==> src/design/pneumatic_valve_pressure_controller_assert.svh <==
// ----------------------------------------------------------------------------
// Pneumatic valve pressure controller: assertion macros
// Concurrent checks on clk, disabled while rst_n is low; empty in synthesis.
// ----------------------------------------------------------------------------
`ifndef PNEUMATIC_VALVE_PRESSURE_CONTROLLER_ASSERT_SVH
`define PNEUMATIC_VALVE_PRESSURE_CONTROLLER_ASSERT_SVH
`ifndef SYNTHESIS
// Same-cycle implication
`define PVPC_ASSERT_IMP(lbl, ante, cons) \
  lbl: assert property (@(posedge clk) disable iff (!rst_n) (ante) |-> (cons)) \
    else $error("%m: same-cycle check failed");
// Next-cycle implication
`define PVPC_ASSERT_NXT(lbl, ante, cons) \
  lbl: assert property (@(posedge clk) disable iff (!rst_n) (ante) |=> (cons)) \
    else $error("%m: next-cycle check failed");
`else
`define PVPC_ASSERT_IMP(lbl, ante, cons)
`define PVPC_ASSERT_NXT(lbl, ante, cons)
`endif
`endif

==> src/design/pvpc_pkg.sv <==
// ----------------------------------------------------------------------------
// pvpc_pkg
// Shared types, widths and reset values of the pressure controller.
// ----------------------------------------------------------------------------
package pvpc_pkg;

  // Field and datapath widths
  localparam int OP_W       = 16;
  localparam int PROD_W     = 2 * OP_W;
  localparam int TIME_W     = 32;
  localparam int INERTIA_W  = 15;
  localparam int CFG_IDX_W  = 3;
  localparam int CFG_DATA_W = 16;

  // Serial unit step counts
  localparam int MUL_STEPS  = OP_W;
  localparam int DIV_STEPS  = PROD_W;
  localparam int CNT_W      = $clog2(DIV_STEPS);

  // Constant divisor of the band unit and its remainder width
  localparam int DEC_DIVISOR = 10;
  localparam int DEC_REM_W   = $clog2(DEC_DIVISOR);

  // Register reset values
  localparam logic signed [OP_W-1:0]      LOW_PRESS_RST         = 16'sd0;
  localparam logic signed [OP_W-1:0]      MAX_PRESSURE_RST      = 16'sd32767;
  localparam logic signed [OP_W-1:0]      SAFETY_STOP_RST       = 16'sd32767;
  localparam logic        [INERTIA_W-1:0] DEFLATION_INERTIA_RST = 15'd500;
  localparam logic signed [OP_W-1:0]      MAP_MIN_RST           = 16'sd1000;
  localparam logic signed [OP_W-1:0]      MAP_MAX_RST           = 16'sd1510;
  localparam logic        [OP_W-1:0]      TIMEOUT_MS_RST        = 16'd10000;

  // Valve drive codes
  typedef enum logic [1:0] {
    VALVE_CLOSED  = 2'd0,
    VALVE_INFLATE = 2'd1,
    VALVE_DEFLATE = 2'd2
  } valve_t;

  // Configuration register indexes
  typedef enum logic [CFG_IDX_W-1:0] {
    CFG_LOW_PRESS         = 3'd0,
    CFG_MAX_PRESSURE      = 3'd1,
    CFG_SAFETY_STOP       = 3'd2,
    CFG_DEFLATION_INERTIA = 3'd3,
    CFG_MAP_MIN           = 3'd4,
    CFG_MAP_MAX           = 3'd5,
    CFG_TIMEOUT_MS        = 3'd6
  } cfg_idx_t;

  // Input beat
  typedef struct packed {
    logic signed [OP_W-1:0]   pressure;
    logic signed [OP_W-1:0]   setpoint;
    logic                     trigger;
    logic        [TIME_W-1:0] now_ms;
  } pvpc_in_t;

  // Result beat
  typedef struct packed {
    logic [1:0]             valve_drive;
    logic                   inflating;
    logic                   deflating;
    logic                   over_pressure;
    logic signed [OP_W-1:0] setpoint_raw;
  } pvpc_out_t;

endpackage

==> src/design/pvpc_mul.sv <==
// ----------------------------------------------------------------------------
// pvpc_mul
// Bit-serial unsigned shift-add multiplier, one multiplier bit per cycle.
// ----------------------------------------------------------------------------
module pvpc_mul import pvpc_pkg::*; (
  input  logic              clk,
  input  logic              rst_n,
  input  logic              start,
  input  logic [OP_W-1:0]   mcand,
  input  logic [OP_W-1:0]   mplier,
  output logic              done,
  output logic [PROD_W-1:0] product
);

  logic [PROD_W-1:0] prod_r;
  logic [OP_W-1:0]   mcand_r;
  logic [CNT_W-1:0]  cnt_r;
  logic              run_r;
  logic              done_r;
  logic [OP_W:0]     sum;

  // Add multiplicand into the upper half when the low bit is set
  always_comb begin
    sum = {1'b0, prod_r[PROD_W-1:OP_W]} + {1'b0, (prod_r[0] ? mcand_r : '0)};
  end

  // Step control
  always_ff @(posedge clk) begin
    if (!rst_n) begin
      run_r  <= 1'b0;
      done_r <= 1'b0;
      cnt_r  <= '0;
    end else begin
      done_r <= 1'b0;
      if (start) begin
        run_r <= 1'b1;
        cnt_r <= '0;
      end else if (run_r) begin
        cnt_r <= cnt_r + 1'b1;
        if (cnt_r == CNT_W'(MUL_STEPS - 1)) begin
          run_r  <= 1'b0;
          done_r <= 1'b1;
        end
      end
    end
  end

  // Shift product right one bit per step
  always_ff @(posedge clk) begin
    if (start) begin
      prod_r  <= {{OP_W{1'b0}}, mplier};
      mcand_r <= mcand;
    end else if (run_r) begin
      prod_r <= {sum, prod_r[OP_W-1:1]};
    end
  end

  assign done    = done_r;
  assign product = prod_r;

endmodule

==> src/design/pvpc_div.sv <==
// ----------------------------------------------------------------------------
// pvpc_div
// Bit-serial restoring divider: 32-bit dividend by 16-bit divisor, one
// quotient bit per cycle.
// ----------------------------------------------------------------------------
module pvpc_div import pvpc_pkg::*; (
  input  logic              clk,
  input  logic              rst_n,
  input  logic              start,
  input  logic [PROD_W-1:0] dividend,
  input  logic [OP_W-1:0]   divisor,
  output logic              done,
  output logic [PROD_W-1:0] quotient
);

  logic [PROD_W-1:0] dq_r;
  logic [OP_W-1:0]   rem_r;
  logic [OP_W-1:0]   dvs_r;
  logic [CNT_W-1:0]  cnt_r;
  logic              run_r;
  logic              done_r;
  logic [OP_W:0]     shifted;
  logic [OP_W+1:0]   trial;

  // Trial subtract of the divisor from the shifted remainder
  always_comb begin
    shifted = {rem_r, dq_r[PROD_W-1]};
    trial   = {1'b0, shifted} - {2'b00, dvs_r};
  end

  // Step control
  always_ff @(posedge clk) begin
    if (!rst_n) begin
      run_r  <= 1'b0;
      done_r <= 1'b0;
      cnt_r  <= '0;
    end else begin
      done_r <= 1'b0;
      if (start) begin
        run_r <= 1'b1;
        cnt_r <= '0;
      end else if (run_r) begin
        cnt_r <= cnt_r + 1'b1;
        if (cnt_r == CNT_W'(DIV_STEPS - 1)) begin
          run_r  <= 1'b0;
          done_r <= 1'b1;
        end
      end
    end
  end

  // Keep remainder on a non-negative trial, shift quotient bit in
  always_ff @(posedge clk) begin
    if (start) begin
      dq_r  <= dividend;
      rem_r <= '0;
      dvs_r <= divisor;
    end else if (run_r) begin
      if (!trial[OP_W+1]) begin
        rem_r <= trial[OP_W-1:0];
        dq_r  <= {dq_r[PROD_W-2:0], 1'b1};
      end else begin
        rem_r <= shifted[OP_W-1:0];
        dq_r  <= {dq_r[PROD_W-2:0], 1'b0};
      end
    end
  end

  assign done     = done_r;
  assign quotient = dq_r;

endmodule

==> src/design/pvpc_div10.sv <==
// ----------------------------------------------------------------------------
// pvpc_div10
// Bit-serial division of a 16-bit magnitude by ten, one bit per cycle.
// ----------------------------------------------------------------------------
module pvpc_div10 import pvpc_pkg::*; (
  input  logic            clk,
  input  logic            rst_n,
  input  logic            start,
  input  logic [OP_W-1:0] dividend,
  output logic            done,
  output logic [OP_W-1:0] quotient
);

  logic [OP_W-1:0]      dq_r;
  logic [DEC_REM_W-1:0] rem_r;
  logic [CNT_W-1:0]     cnt_r;
  logic                 run_r;
  logic                 done_r;
  logic [DEC_REM_W:0]   shifted;
  logic                 ge;

  // Compare shifted remainder against the constant
  always_comb begin
    shifted = {rem_r, dq_r[OP_W-1]};
    ge      = (shifted >= (DEC_REM_W+1)'(DEC_DIVISOR));
  end

  // Step control
  always_ff @(posedge clk) begin
    if (!rst_n) begin
      run_r  <= 1'b0;
      done_r <= 1'b0;
      cnt_r  <= '0;
    end else begin
      done_r <= 1'b0;
      if (start) begin
        run_r <= 1'b1;
        cnt_r <= '0;
      end else if (run_r) begin
        cnt_r <= cnt_r + 1'b1;
        if (cnt_r == CNT_W'(OP_W - 1)) begin
          run_r  <= 1'b0;
          done_r <= 1'b1;
        end
      end
    end
  end

  // Subtract ten when it fits, shift quotient bit in
  always_ff @(posedge clk) begin
    if (start) begin
      dq_r  <= dividend;
      rem_r <= '0;
    end else if (run_r) begin
      if (ge) begin
        rem_r <= DEC_REM_W'(shifted - (DEC_REM_W+1)'(DEC_DIVISOR));
      end else begin
        rem_r <= shifted[DEC_REM_W-1:0];
      end
      dq_r <= {dq_r[OP_W-2:0], ge};
    end
  end

  assign done     = done_r;
  assign quotient = dq_r;

endmodule

==> src/design/pneumatic_valve_pressure_controller.sv <==
// ----------------------------------------------------------------------------
// Pneumatic valve pressure controller
// Setpoint mapping, valve sequencing, timeouts, refill and over-pressure stop.
// ----------------------------------------------------------------------------
// One sample in, one result out. From acceptance to the result register, a
// sample passes these steps in order: a load step loads the operands, a
// 16-step serial multiplier forms the mapping product (the pressure band
// divide by ten runs alongside it), a hand-over step passes the product on,
// a 32-step serial divider scales it by the setpoint span, a hand-over step
// passes the quotient on, and three more steps map, compare and commit. The
// next sample is accepted in the cycle after the commit at the earliest, so
// a sample is taken only once the previous one is committed, even while the
// previous result still waits in the output register; the commit waits only
// if that register is still full and out_stall is high. Configuration writes
// are taken every cycle and must only be made while the controller is idle.
// ----------------------------------------------------------------------------
`include "pneumatic_valve_pressure_controller_assert.svh"

module pneumatic_valve_pressure_controller import pvpc_pkg::*; (
  input  logic                  clk,
  input  logic                  rst_n,
  // input channel
  input  logic                  in_valid,
  output logic                  in_stall,
  input  pvpc_in_t              in_data,
  // result channel
  output logic                  out_valid,
  input  logic                  out_stall,
  output pvpc_out_t             out_data,
  // configuration write channel
  input  logic                  cfg_valid,
  output logic                  cfg_ready,
  input  logic [CFG_IDX_W-1:0]  cfg_index,
  input  logic [CFG_DATA_W-1:0] cfg_data
);

  typedef enum logic [2:0] {
    ST_IDLE,
    ST_PREP,
    ST_MUL,
    ST_DIV,
    ST_MAP,
    ST_THR,
    ST_FIN
  } state_t;

  // Configuration registers
  logic signed [OP_W-1:0]      low_press_r;
  logic signed [OP_W-1:0]      max_pressure_r;
  logic signed [OP_W-1:0]      safety_stop_r;
  logic        [INERTIA_W-1:0] deflation_inertia_r;
  logic signed [OP_W-1:0]      map_min_r;
  logic signed [OP_W-1:0]      map_max_r;
  logic        [OP_W-1:0]      timeout_ms_r;

  // Sequencer and held beat
  state_t    state_r;
  pvpc_in_t  in_r;
  logic      out_valid_r;
  pvpc_out_t out_data_r;
  logic      commit;

  // Mapping bookkeeping
  logic                   sgn_q_r;
  logic                   den_zero_r;
  logic                   span_neg_r;
  logic [OP_W-1:0]        den_mag_r;
  logic signed [OP_W-1:0] sp_r;

  // Compare flags
  logic f_ne_r, f_lt_r, f_gt_r, f_stop_inf_r, f_stop_def_r, f_refill_r;
  logic f_to_inf_r, f_to_def_r, over_r;

  // Controller state
  valve_t                 valve_r;
  logic                   inf_r;
  logic                   def_r;
  logic signed [OP_W-1:0] last_sp_r;
  logic [TIME_W-1:0]      inf_start_r;
  logic [TIME_W-1:0]      def_start_r;

  // Next controller state
  valve_t                 valve_nxt;
  logic                   inf_nxt;
  logic                   def_nxt;
  logic signed [OP_W-1:0] last_sp_nxt;
  logic [TIME_W-1:0]      inf_start_nxt;
  logic [TIME_W-1:0]      def_start_nxt;
  logic                   took_inf;
  logic                   took_def;

  // Serial unit hookup
  logic              mul_start, mul_done;
  logic [PROD_W-1:0] product;
  logic              div_start, div_done;
  logic [PROD_W-1:0] quot;
  logic              d10_done;
  logic [OP_W-1:0]   q10;

  // Operand differences and magnitudes
  logic signed [OP_W:0]   a_diff, b_diff, den_diff, span_diff;
  logic [OP_W-1:0]        a_mag, b_mag, den_mag, span_mag;

  // Mapping sum and band thresholds
  logic signed [PROD_W:0]   q_sgn;
  logic signed [PROD_W+1:0] map_sum;
  logic signed [OP_W-1:0]   sp_map;
  logic signed [OP_W+1:0]   d10, d20, p18, sp18, thr10, thr20, thr_def;
  logic [TIME_W-1:0]        inf_elapsed, def_elapsed;

  function automatic logic [OP_W-1:0] mag17(input logic signed [OP_W:0] x);
    logic signed [OP_W:0] n;
    n = -x;
    return x[OP_W] ? n[OP_W-1:0] : x[OP_W-1:0];
  endfunction

  assign cfg_ready = 1'b1;
  assign in_stall  = (state_r != ST_IDLE);
  assign out_valid = out_valid_r;
  assign out_data  = out_data_r;
  assign commit    = (state_r == ST_FIN) && (!out_valid_r || !out_stall);

  // Write configuration registers
  always_ff @(posedge clk) begin
    if (!rst_n) begin
      low_press_r         <= LOW_PRESS_RST;
      max_pressure_r      <= MAX_PRESSURE_RST;
      safety_stop_r       <= SAFETY_STOP_RST;
      deflation_inertia_r <= DEFLATION_INERTIA_RST;
      map_min_r           <= MAP_MIN_RST;
      map_max_r           <= MAP_MAX_RST;
      timeout_ms_r        <= TIMEOUT_MS_RST;
    end else if (cfg_valid && cfg_ready) begin
      unique case (cfg_idx_t'(cfg_index))
        CFG_LOW_PRESS:         low_press_r         <= cfg_data;
        CFG_MAX_PRESSURE:      max_pressure_r      <= cfg_data;
        CFG_SAFETY_STOP:       safety_stop_r       <= cfg_data;
        CFG_DEFLATION_INERTIA: deflation_inertia_r <= cfg_data[INERTIA_W-1:0];
        CFG_MAP_MIN:           map_min_r           <= cfg_data;
        CFG_MAP_MAX:           map_max_r           <= cfg_data;
        CFG_TIMEOUT_MS:        timeout_ms_r        <= cfg_data;
        default: ;
      endcase
    end
  end

  // Form signed differences for the mapping and the pressure band
  always_comb begin
    a_diff    = {in_r.setpoint[OP_W-1], in_r.setpoint} - {map_min_r[OP_W-1], map_min_r};
    b_diff    = {max_pressure_r[OP_W-1], max_pressure_r}
              - {low_press_r[OP_W-1], low_press_r};
    den_diff  = {map_max_r[OP_W-1], map_max_r} - {map_min_r[OP_W-1], map_min_r};
    span_diff = {in_r.pressure[OP_W-1], in_r.pressure}
              - {low_press_r[OP_W-1], low_press_r};
    a_mag     = mag17(a_diff);
    b_mag     = mag17(b_diff);
    den_mag   = mag17(den_diff);
    span_mag  = mag17(span_diff);
  end

  assign mul_start = (state_r == ST_PREP);
  assign div_start = (state_r == ST_MUL) && mul_done;

  pvpc_mul u_mul (
    .clk     (clk),
    .rst_n   (rst_n),
    .start   (mul_start),
    .mcand   (a_mag),
    .mplier  (b_mag),
    .done    (mul_done),
    .product (product)
  );

  pvpc_div10 u_div10 (
    .clk      (clk),
    .rst_n    (rst_n),
    .start    (mul_start),
    .dividend (span_mag),
    .done     (d10_done),
    .quotient (q10)
  );

  pvpc_div u_div (
    .clk      (clk),
    .rst_n    (rst_n),
    .start    (div_start),
    .dividend (product),
    .divisor  (den_mag_r),
    .done     (div_done),
    .quotient (quot)
  );

  // Apply sign, offset by the lowest working pressure and saturate
  always_comb begin
    q_sgn   = sgn_q_r ? -$signed({1'b0, quot}) : $signed({1'b0, quot});
    map_sum = $signed({q_sgn[PROD_W], q_sgn})
            + $signed({{(PROD_W+2-OP_W){low_press_r[OP_W-1]}}, low_press_r});
    if (den_zero_r) begin
      sp_map = low_press_r;
    end else if (map_sum > (PROD_W+2)'(signed'(32767))) begin
      sp_map = 16'sh7fff;
    end else if (map_sum < -(PROD_W+2)'(signed'(32768))) begin
      sp_map = 16'sh8000;
    end else begin
      sp_map = map_sum[OP_W-1:0];
    end
  end

  // Build the pressure bands around the mapped setpoint
  always_comb begin
    d10         = span_neg_r ? -$signed({2'b00, q10}) : $signed({2'b00, q10});
    d20         = span_neg_r ? -$signed({3'b000, q10[OP_W-1:1]})
                             : $signed({3'b000, q10[OP_W-1:1]});
    p18         = {{2{in_r.pressure[OP_W-1]}}, in_r.pressure};
    sp18        = {{2{sp_r[OP_W-1]}}, sp_r};
    thr10       = sp18 - d10;
    thr20       = sp18 - d20;
    thr_def     = sp18 + $signed({3'b000, deflation_inertia_r});
    inf_elapsed = in_r.now_ms - inf_start_r;
    def_elapsed = in_r.now_ms - def_start_r;
  end

  // Hold mapping bookkeeping and compare flags
  always_ff @(posedge clk) begin
    if (state_r == ST_PREP) begin
      sgn_q_r    <= a_diff[OP_W] ^ b_diff[OP_W] ^ den_diff[OP_W];
      den_zero_r <= (den_diff == '0);
      span_neg_r <= span_diff[OP_W];
      den_mag_r  <= den_mag;
    end
    if (state_r == ST_MAP) begin
      sp_r <= sp_map;
    end
    if (state_r == ST_THR) begin
      f_ne_r       <= (sp_r != last_sp_r);
      f_lt_r       <= (in_r.pressure < sp_r);
      f_gt_r       <= (in_r.pressure > sp_r);
      f_stop_inf_r <= (p18 > thr20);
      f_stop_def_r <= (p18 < thr_def);
      f_refill_r   <= (p18 < thr10);
      f_to_inf_r   <= (inf_elapsed > {{(TIME_W-OP_W){1'b0}}, timeout_ms_r});
      f_to_def_r   <= (def_elapsed > {{(TIME_W-OP_W){1'b0}}, timeout_ms_r});
      over_r       <= (in_r.pressure > safety_stop_r);
    end
  end

  // Decide valves: over-pressure, command chain, timeouts, refill
  always_comb begin
    valve_nxt     = valve_r;
    inf_nxt       = inf_r;
    def_nxt       = def_r;
    last_sp_nxt   = last_sp_r;
    inf_start_nxt = inf_start_r;
    def_start_nxt = def_start_r;
    took_inf      = 1'b0;
    took_def      = 1'b0;
    if (over_r) begin
      valve_nxt = VALVE_CLOSED;
    end
    priority if (f_ne_r && f_lt_r && in_r.trigger) begin
      def_nxt       = 1'b0;
      valve_nxt     = VALVE_INFLATE;
      inf_nxt       = 1'b1;
      inf_start_nxt = in_r.now_ms;
      last_sp_nxt   = sp_r;
      took_inf      = 1'b1;
    end else if (inf_r && f_stop_inf_r) begin
      valve_nxt = VALVE_CLOSED;
      inf_nxt   = 1'b0;
    end else if (f_ne_r && f_gt_r && in_r.trigger) begin
      inf_nxt       = 1'b0;
      valve_nxt     = VALVE_DEFLATE;
      def_nxt       = 1'b1;
      def_start_nxt = in_r.now_ms;
      last_sp_nxt   = sp_r;
      took_def      = 1'b1;
    end else if (def_r && f_stop_def_r) begin
      valve_nxt = VALVE_CLOSED;
      def_nxt   = 1'b0;
    end else begin
      took_inf = 1'b0;
    end
    // a move started in this step has zero elapsed time
    if (inf_nxt && !took_inf && f_to_inf_r) begin
      inf_nxt   = 1'b0;
      valve_nxt = VALVE_CLOSED;
    end
    if (def_nxt && !took_def && f_to_def_r) begin
      def_nxt   = 1'b0;
      valve_nxt = VALVE_CLOSED;
    end
    if (!inf_nxt && !def_nxt && f_refill_r && !in_r.trigger) begin
      valve_nxt     = VALVE_INFLATE;
      inf_nxt       = 1'b1;
      inf_start_nxt = in_r.now_ms;
    end
  end

  // Update controller state on commit
  always_ff @(posedge clk) begin
    if (!rst_n) begin
      valve_r     <= VALVE_CLOSED;
      inf_r       <= 1'b0;
      def_r       <= 1'b0;
      last_sp_r   <= '0;
      inf_start_r <= '0;
      def_start_r <= '0;
    end else if (commit) begin
      valve_r     <= valve_nxt;
      inf_r       <= inf_nxt;
      def_r       <= def_nxt;
      last_sp_r   <= last_sp_nxt;
      inf_start_r <= inf_start_nxt;
      def_start_r <= def_start_nxt;
    end
  end

  // Capture the input beat
  always_ff @(posedge clk) begin
    if (in_valid && !in_stall) begin
      in_r <= in_data;
    end
  end

  // Sequence one beat and hold the result register
  always_ff @(posedge clk) begin
    if (!rst_n) begin
      state_r     <= ST_IDLE;
      out_valid_r <= 1'b0;
    end else begin
      if (commit) begin
        out_valid_r              <= 1'b1;
        out_data_r.valve_drive   <= valve_nxt;
        out_data_r.inflating     <= inf_nxt;
        out_data_r.deflating     <= def_nxt;
        out_data_r.over_pressure <= over_r;
        out_data_r.setpoint_raw  <= sp_r;
      end else if (!out_stall) begin
        out_valid_r <= 1'b0;
      end
      unique case (state_r)
        ST_IDLE: if (in_valid) state_r <= ST_PREP;
        ST_PREP: state_r <= ST_MUL;
        ST_MUL:  if (mul_done) state_r <= ST_DIV;
        ST_DIV:  if (div_done) state_r <= ST_MAP;
        ST_MAP:  state_r <= ST_THR;
        ST_THR:  state_r <= ST_FIN;
        ST_FIN:  if (commit) state_r <= ST_IDLE;
        default: state_r <= ST_IDLE;
      endcase
    end
  end

  // Checks
  `PVPC_ASSERT_IMP(a_units_align, mul_done, d10_done)
  `PVPC_ASSERT_IMP(a_one_move, 1'b1, !(inf_r && def_r))
  `PVPC_ASSERT_IMP(a_inflate_flag, valve_r == VALVE_INFLATE, inf_r)
  `PVPC_ASSERT_IMP(a_deflate_flag, valve_r == VALVE_DEFLATE, def_r)
  `PVPC_ASSERT_NXT(a_accept_prep, in_valid && !in_stall, state_r == ST_PREP)

endmodule
==> config.mk <==
export PLATFORM = sky130hd
export DESIGN_NAME = pneumatic_valve_pressure_controller
export DESIGN_NICKNAME = d
export VERILOG_FILES = /design/src/design/pvpc_pkg.sv /design/src/design/pvpc_mul.sv /design/src/design/pvpc_div.sv /design/src/design/pvpc_div10.sv /design/src/design/pneumatic_valve_pressure_controller.sv
export VERILOG_INCLUDE_DIRS = /design/src /design/src/design
export SDC_FILE = /design/constraint.sdc
export NUM_CORES = 2
export LEC_CHECK = 0
export BUFFER_PORTS_ARGS = -buffer_cell sky130_fd_sc_hd__buf_4
export CAP_MARGIN = 20
export CELL_PAD_IN_SITES_DETAIL_PLACEMENT = 1
export CELL_PAD_IN_SITES_GLOBAL_PLACEMENT = 2
export CORE_MARGIN = 1.5
export CORE_UTILIZATION = 36
export CTS_CLUSTER_SIZE = 30
export DETAILED_ROUTE_END_ITERATION = 7
export PLACE_DENSITY_LB_ADDON = 0.2
export SLEW_MARGIN = 40
export SYNTH_ARGS = -nofsm -noshare
export SYNTH_HDL_FRONTEND = slang
export SYNTH_HIERARCHICAL = 1
export SYNTH_SLANG_ARGS = --single-unit
==> constraint.sdc <==
create_clock -name clk -period 4.9 [get_ports clk]
set_clock_uncertainty 0.2 [all_clocks]
set_input_delay 0.98 -clock clk [delete_from_list [all_inputs] [get_ports clk]]
set_output_delay 0.98 -clock clk [all_outputs]
set_load 0.01 [all_outputs]
After elaboration in Yosys (flattened, before gate mapping) --
Cells that the tools add are included.
Operators by class: magnitude comparators 11, equality and inequality tests 22, reduce and logical (&&, ||, !) cells 50, add/sub/neg operators 23, bitwise operators 7, muxes and demuxes 65
Operators with widths (number):
- 16-bit 2-to-1 mux | 16
- 32-bit 2-to-1 mux | 4
- 16-bit by 16-bit subtractor with 17-bit output | 4
- 32-bit by 16-bit greater-than comparator with 1-bit output | 2
- 16-bit negation | 4
- 32-bit subtractor | 2
- 18-bit 2-to-1 mux | 2
- 16-bit by 18-bit subtractor with 18-bit output | 2
- 16-bit by 16-bit adder with 17-bit output | 2
- 33-bit by 16-bit adder with 34-bit output | 1
- 34-bit by 16-bit greater-than comparator with 1-bit output (second input constant) | 1
- 34-bit by 16-bit < comparator with 1-bit output (second input constant) | 1
- 33-bit 2-to-1 mux | 1
- 32-bit negation with 33-bit output | 1
- 16-bit greater-than comparator | 2
- 1-bit 2-to-1 mux | 28
- 3-bit case mux with 7 select lines | 1
- 3-bit equality test (second input constant) | 6
- 16-bit by 18-bit greater-than comparator with 1-bit output | 1
- 16-bit by 18-bit < comparator with 1-bit output | 1
- 15-bit negation with 18-bit output | 1
- 16-bit negation with 18-bit output | 1
- 2-bit AND reduction | 9
- 17-bit by 16-bit subtractor with 18-bit output | 1
- 28 further kinds | 84
Word-level totals: bits in registers 481, input port bits 89, output and inout bits 24

Depth between registers and ports, before layout --
depth in word-level cells 15, gate-level depth with buffers 24, gate-level depth less buffers 24

Cells and area by module --
The synthesis kept the hierarchy.
Modules (own cells, without submodules):
- pneumatic_valve_pressure_controller | area each 27117.3 µm², times used 1, sequential area each 7887.6 µm², cells an instance 3279
- pvpc_div | area each 3636.0 µm², times used 1, sequential area each 1901.8 µm², cells an instance 314
- pvpc_mul | area each 2796.4 µm², times used 1, sequential area each 1421.4 µm², cells an instance 244
- pvpc_div10 | area each 1196.1 µm², times used 1, sequential area each 700.7 µm², cells an instance 91

Worst setup path after synthesis --
OpenSTA, ideal clock, no wires.
path type register to register, start point reg u_div.dq_r[10] (netlist: u_div/quotient[10]), end point reg sp_r[5], data pin, path slack -400 ps, required time 4419 ps, arrival time 4819 ps, buffers on the path 2, clock period less this slack 5300 ps, stages on the path, launching flop included 20, library setup time 281 ps, path through edfxtp_1 -> or4_1 -> nor4_1 -> nand3_1 -> or2_2 -> or3_1 -> nand2_1 -> xnor2_1 -> ha_1 -> and2_1 -> clkbuf_1 -> a311o_1 -> a21oi_2 -> o21ai_0 -> o41a_1 -> a311o_1 -> nand4b_1 -> o21ai_2 -> buf_4 -> a22oi_1
On the way: word-level cells in the longest chain between the ends 7
Ends and longest elaborated chain:
- from (decl) | RTL line pvpc_div.sv:16 | logic [PROD_W-1:0] dq_r;
- from (signal assigned) | RTL line pvpc_div.sv:55 | dq_r <= dividend;
- from (signal assigned) | RTL line pvpc_div.sv:61 | dq_r <= {dq_r[PROD_W-2:0], 1'b1};
- from (signal assigned) | RTL line pvpc_div.sv:64 | dq_r <= {dq_r[PROD_W-2:0], 1'b0};
- 32-bit negation with 33-bit output | RTL line pneumatic_valve_pressure_controller.sv:195 | q_sgn = sgn_q_r ? -$signed({1'b0, quot}) : $signed({1'b0, quot});
- 33-bit 2-to-1 mux * | RTL line pneumatic_valve_pressure_controller.sv:195
- 33-bit by 16-bit adder with 34-bit output * | RTL line pneumatic_valve_pressure_controller.sv:197 | + $signed({{(PROD_W+2-OP_W){low_press_r[OP_W-1]}}, low_press_r});
- 34-bit by 16-bit < comparator with 1-bit output | RTL line pneumatic_valve_pressure_controller.sv:202 | end else if (map_sum < -(PROD_W+2)'(signed'(32768))) begin
- 16-bit 2-to-1 mux | RTL line pneumatic_valve_pressure_controller.sv:202
- 16-bit 2-to-1 mux * | RTL line pneumatic_valve_pressure_controller.sv:200 | end else if (map_sum > (PROD_W+2)'(signed'(32767))) begin
- 16-bit 2-to-1 mux * | RTL line pneumatic_valve_pressure_controller.sv:198 | if (den_zero_r) begin
- named net sp_map[5] | RTL line pneumatic_valve_pressure_controller.sv:107 | logic signed [OP_W-1:0] sp_map;
- to (signal assigned) | RTL line pneumatic_valve_pressure_controller.sv:232 | sp_r <= sp_map;
- to (decl) | RTL line pneumatic_valve_pressure_controller.sv:68 | logic signed [OP_W-1:0] sp_r;
Mark *: on every way through the listed nets, which the timed path passes. The rest lies on a longest branch. A chain may end at the register's enable or synchronous reset.

Worst setup path in the final report --
start point reg u_div.dq_r[9] (netlist: u_div/quotient[9]), end point reg sp_r[13], data pin
Same word-level chain as after synthesis.

==> flow_summary.yaml <==
status:
  status: "finished with violations"
  violations: "setup timing"
setup_path:
  arrival_ps: 5460
  path_max_fanout: 7
  critical_path_required_ps: 5100
  cp-startpoint: "u_div/quotient[9]"
  reg2reg_from: "u_div/quotient[9]"
  endpoint: "sp_r[13]"
  r2r_end: "sp_r[13]"
  r2r_setup_slack_ps: -350
  endpoint_kind: "flop"
  r2r_cells: 20
  critical_path_class: "reg -> reg"
  start_kind: "flop"
pwr:
  power-per-cell-area_mw_per_mm2: 296
  clkPwrFrac: 0.365
  seqPwrFrac: 0.377
  p_leak_nw: 16.8
  p_comb_frac: 0.258
  peakVddDrop_mv: 0.273
  switching_share: 0.310
  power.switching_w: 0.00381
  p_int_w: 0.00846
cts:
  h-tree-depth: 2
  numCtsBuffers: 59
  cts-root-buf: "clkbuf_16"
  clk_latency_ps: 680
  cts.clk_slew.worst_paths_ps: 70
  cts_tree: "yes"
  clock_sinks: 481
  cts_buffer_depth: 3
floorplan:
  io_pins: 113
  dieHeight_um: 314
  die_area_mm2: 0.0983
  rows: 113
  initial_core_util: 0.364
  die_w_um: 314
  core_mm2: 0.0953
grt:
  grt.total_usage: 0.221
  antenna_found_initial: 1
  grt_pass1_vias: 30000
  grt_max_degree: 98
  grt_pass1_wl_mm: 172
  globalRouteOverflowTotal: 0
finish:
  area_growth_pct: 19.5
  drive_above_1_share: 0.172
  nNetsFinal: 4736
  final_util: 0.435
run:
  cap_violations: 0
routing:
  drt-total-wl_mm: 110
  drt_iter0_markers: 1313
  avgRoutedWirePerCell_um: 19.7
  detail-route-antenna-nets: 0
  drt_first_pass_iters: 5
  viasPerCell: 5.29
  drcViolationCount: 0
  num_vias: 29500
synthesis:
  syn_nets: 4395
  netlist_area_mm2: 0.0347
  syn-instance-count: 3925
  avgSynthCellArea_um2: 8.85
  yosys_warnings: 6
sta:
  slew_headroom: 0.463
  drv_slew: 0
  fin_ws_ps: -352
  hold_viol: 0
  fmax_ghz: 0.190
  timing.final.crit_period_ps: 5250
  tns_ps: -5090
  tightestPinTransition_ps: 802
  rsz0062_at_grt: "yes"
  final-setup-viol-count: 16
  fin_crit_sh: 1.07
hold_path:
  min_path_type: "reg -> reg"
placement:
  gp_congestion: 0.852
  hpwl_mm: 84.5
  portBuffers: 111
[worst min-delay path by stage]
| stage | from | slack (ps) | end | cells past startpoint |
|---|---|---|---|---|
| 2_1_floorplan | den_mag_r[0] | 200 | u_div/dvs_r[0] | 0 |
| 3_3_place_gp | den_mag_r[8] | 200 | u_div/dvs_r[8] | 0 |
| 3_5_place_dp | den_mag_r[6] | 210 | u_div/dvs_r[6] | 0 |
| 4_1_cts | den_mag_r[6] | 220 | u_div/dvs_r[6] | 0 |
| 5_1_grt | den_mag_r[7] | 220 | u_div/dvs_r[7] | 0 |
| 6_report | den_mag_r[6] | 220 | u_div/dvs_r[6] | 0 |
[routing by layer]
layer	part of all wire	vias up	track usage
met3	0.024	114	0.0199
met5	0	-	0
met4	0.020	0	0.0530
li1	-	14700	-
met1	0.48	14400	0.303
met2	0.47	283	0.375
[state kept, by name, summed over array words and instances (netlist names), 21 cells and up]
register,flops
u_mul/product,32
in_r,65
out_data,21
u_div/quotient,32
inf_start_r,32
def_start_r,32
[power groups by stage]
| stage | clock network (W) | registers (W) | logic, W |
|---|---|---|---|
| floorplan | 0 | 0.00465 | 0.00207 |
| global placement | 0 | 0.00471 | 0.00298 |
| detailed placement | 0 | 0.00471 | 0.00303 |
| CTS | 0.00461 | 0.00463 | 0.00309 |
| global route | 0.00474 | 0.00465 | 0.00354 |
| finish | 0.00448 | 0.00462 | 0.00317 |
[placed cells by master (no fill, tap or decap), types with 33 or more instances in the layout]
master and n:
o211ai_1 46, a21o_1 75, edfxtp_1 226, mux2_2 68, nand4_1 43, a21boi_0 145, xnor2_1 182, o21a_1 57
and2_1 33, nor3_1 49, nor2b_1 52, ha_1 363, clkbuf_16 60, nand2b_1 68, o21ai_0 136, nand2_1 550
nor2_1 197, xor2_1 111, inv_1 302, buf_4 380, nand3_1 98, dfxtp_1 253, a21oi_1 187
[stage by stage]
| step | worst slack (ps) | area [µm²] | hold slack [ps] | total power (W) | instances |
|---|---|---|---|---|---|
| floorplan | -110 | 34800 | 200 | 0.00673 | 3925 |
| global placement | -433 | 38700 | 203 | 0.00769 | 5441 |
| detailed placement | -452 | 38800 | 206 | 0.00774 | 5444 |
| CTS | -268 | 41000 | 220 | 0.0123 | 5564 |
| global route | -581 | 41500 | 225 | 0.0129 | 5579 |
| finish | -352 | 41500 | 218 | 0.0123 | 5580 |
[critical path, stage by stage, from the launching register on]
cell       delay (ps)
edfxtp_1          410
or4_4             570
nor4_4            180
nand3_2           100
or2_4             270
or3_4             400
o31ai_4           240
xnor2_1           150
ha_1              270
a21o_1            170
a21o_1            150
a21o_1            160
nand2_1            80
o21ai_2            60
o41a_1            450
buf_4             160
a311o_1           310
nand4b_1          250
o21ai_4           150
clkbuf_16         200
a22oi_2            50
[area by class of cell]
cell class                 count  area, µm²
antenna                        1       2.50
timing repair buffer         392       3070
clock buffer                  72       1570
fill                       11200      53800
multi-input combinational   3024      21800
clock inverter                37        397
tap                         1265       1580
inverter                     308       1160
sequential                   481      11900
[timing repair]
action | CTS | global route
cloned | 1 | 1
endpoints found under the hold margin | 0 | 0
gates resized for setup | 46 | 86
pin swaps | 49 | 90
hold buffers | 0 | 0
setup buffers | 10 | 15
endpoints found under the setup margin | 19 | 23
No activity file was read; power rests on OpenSTA's default activity.
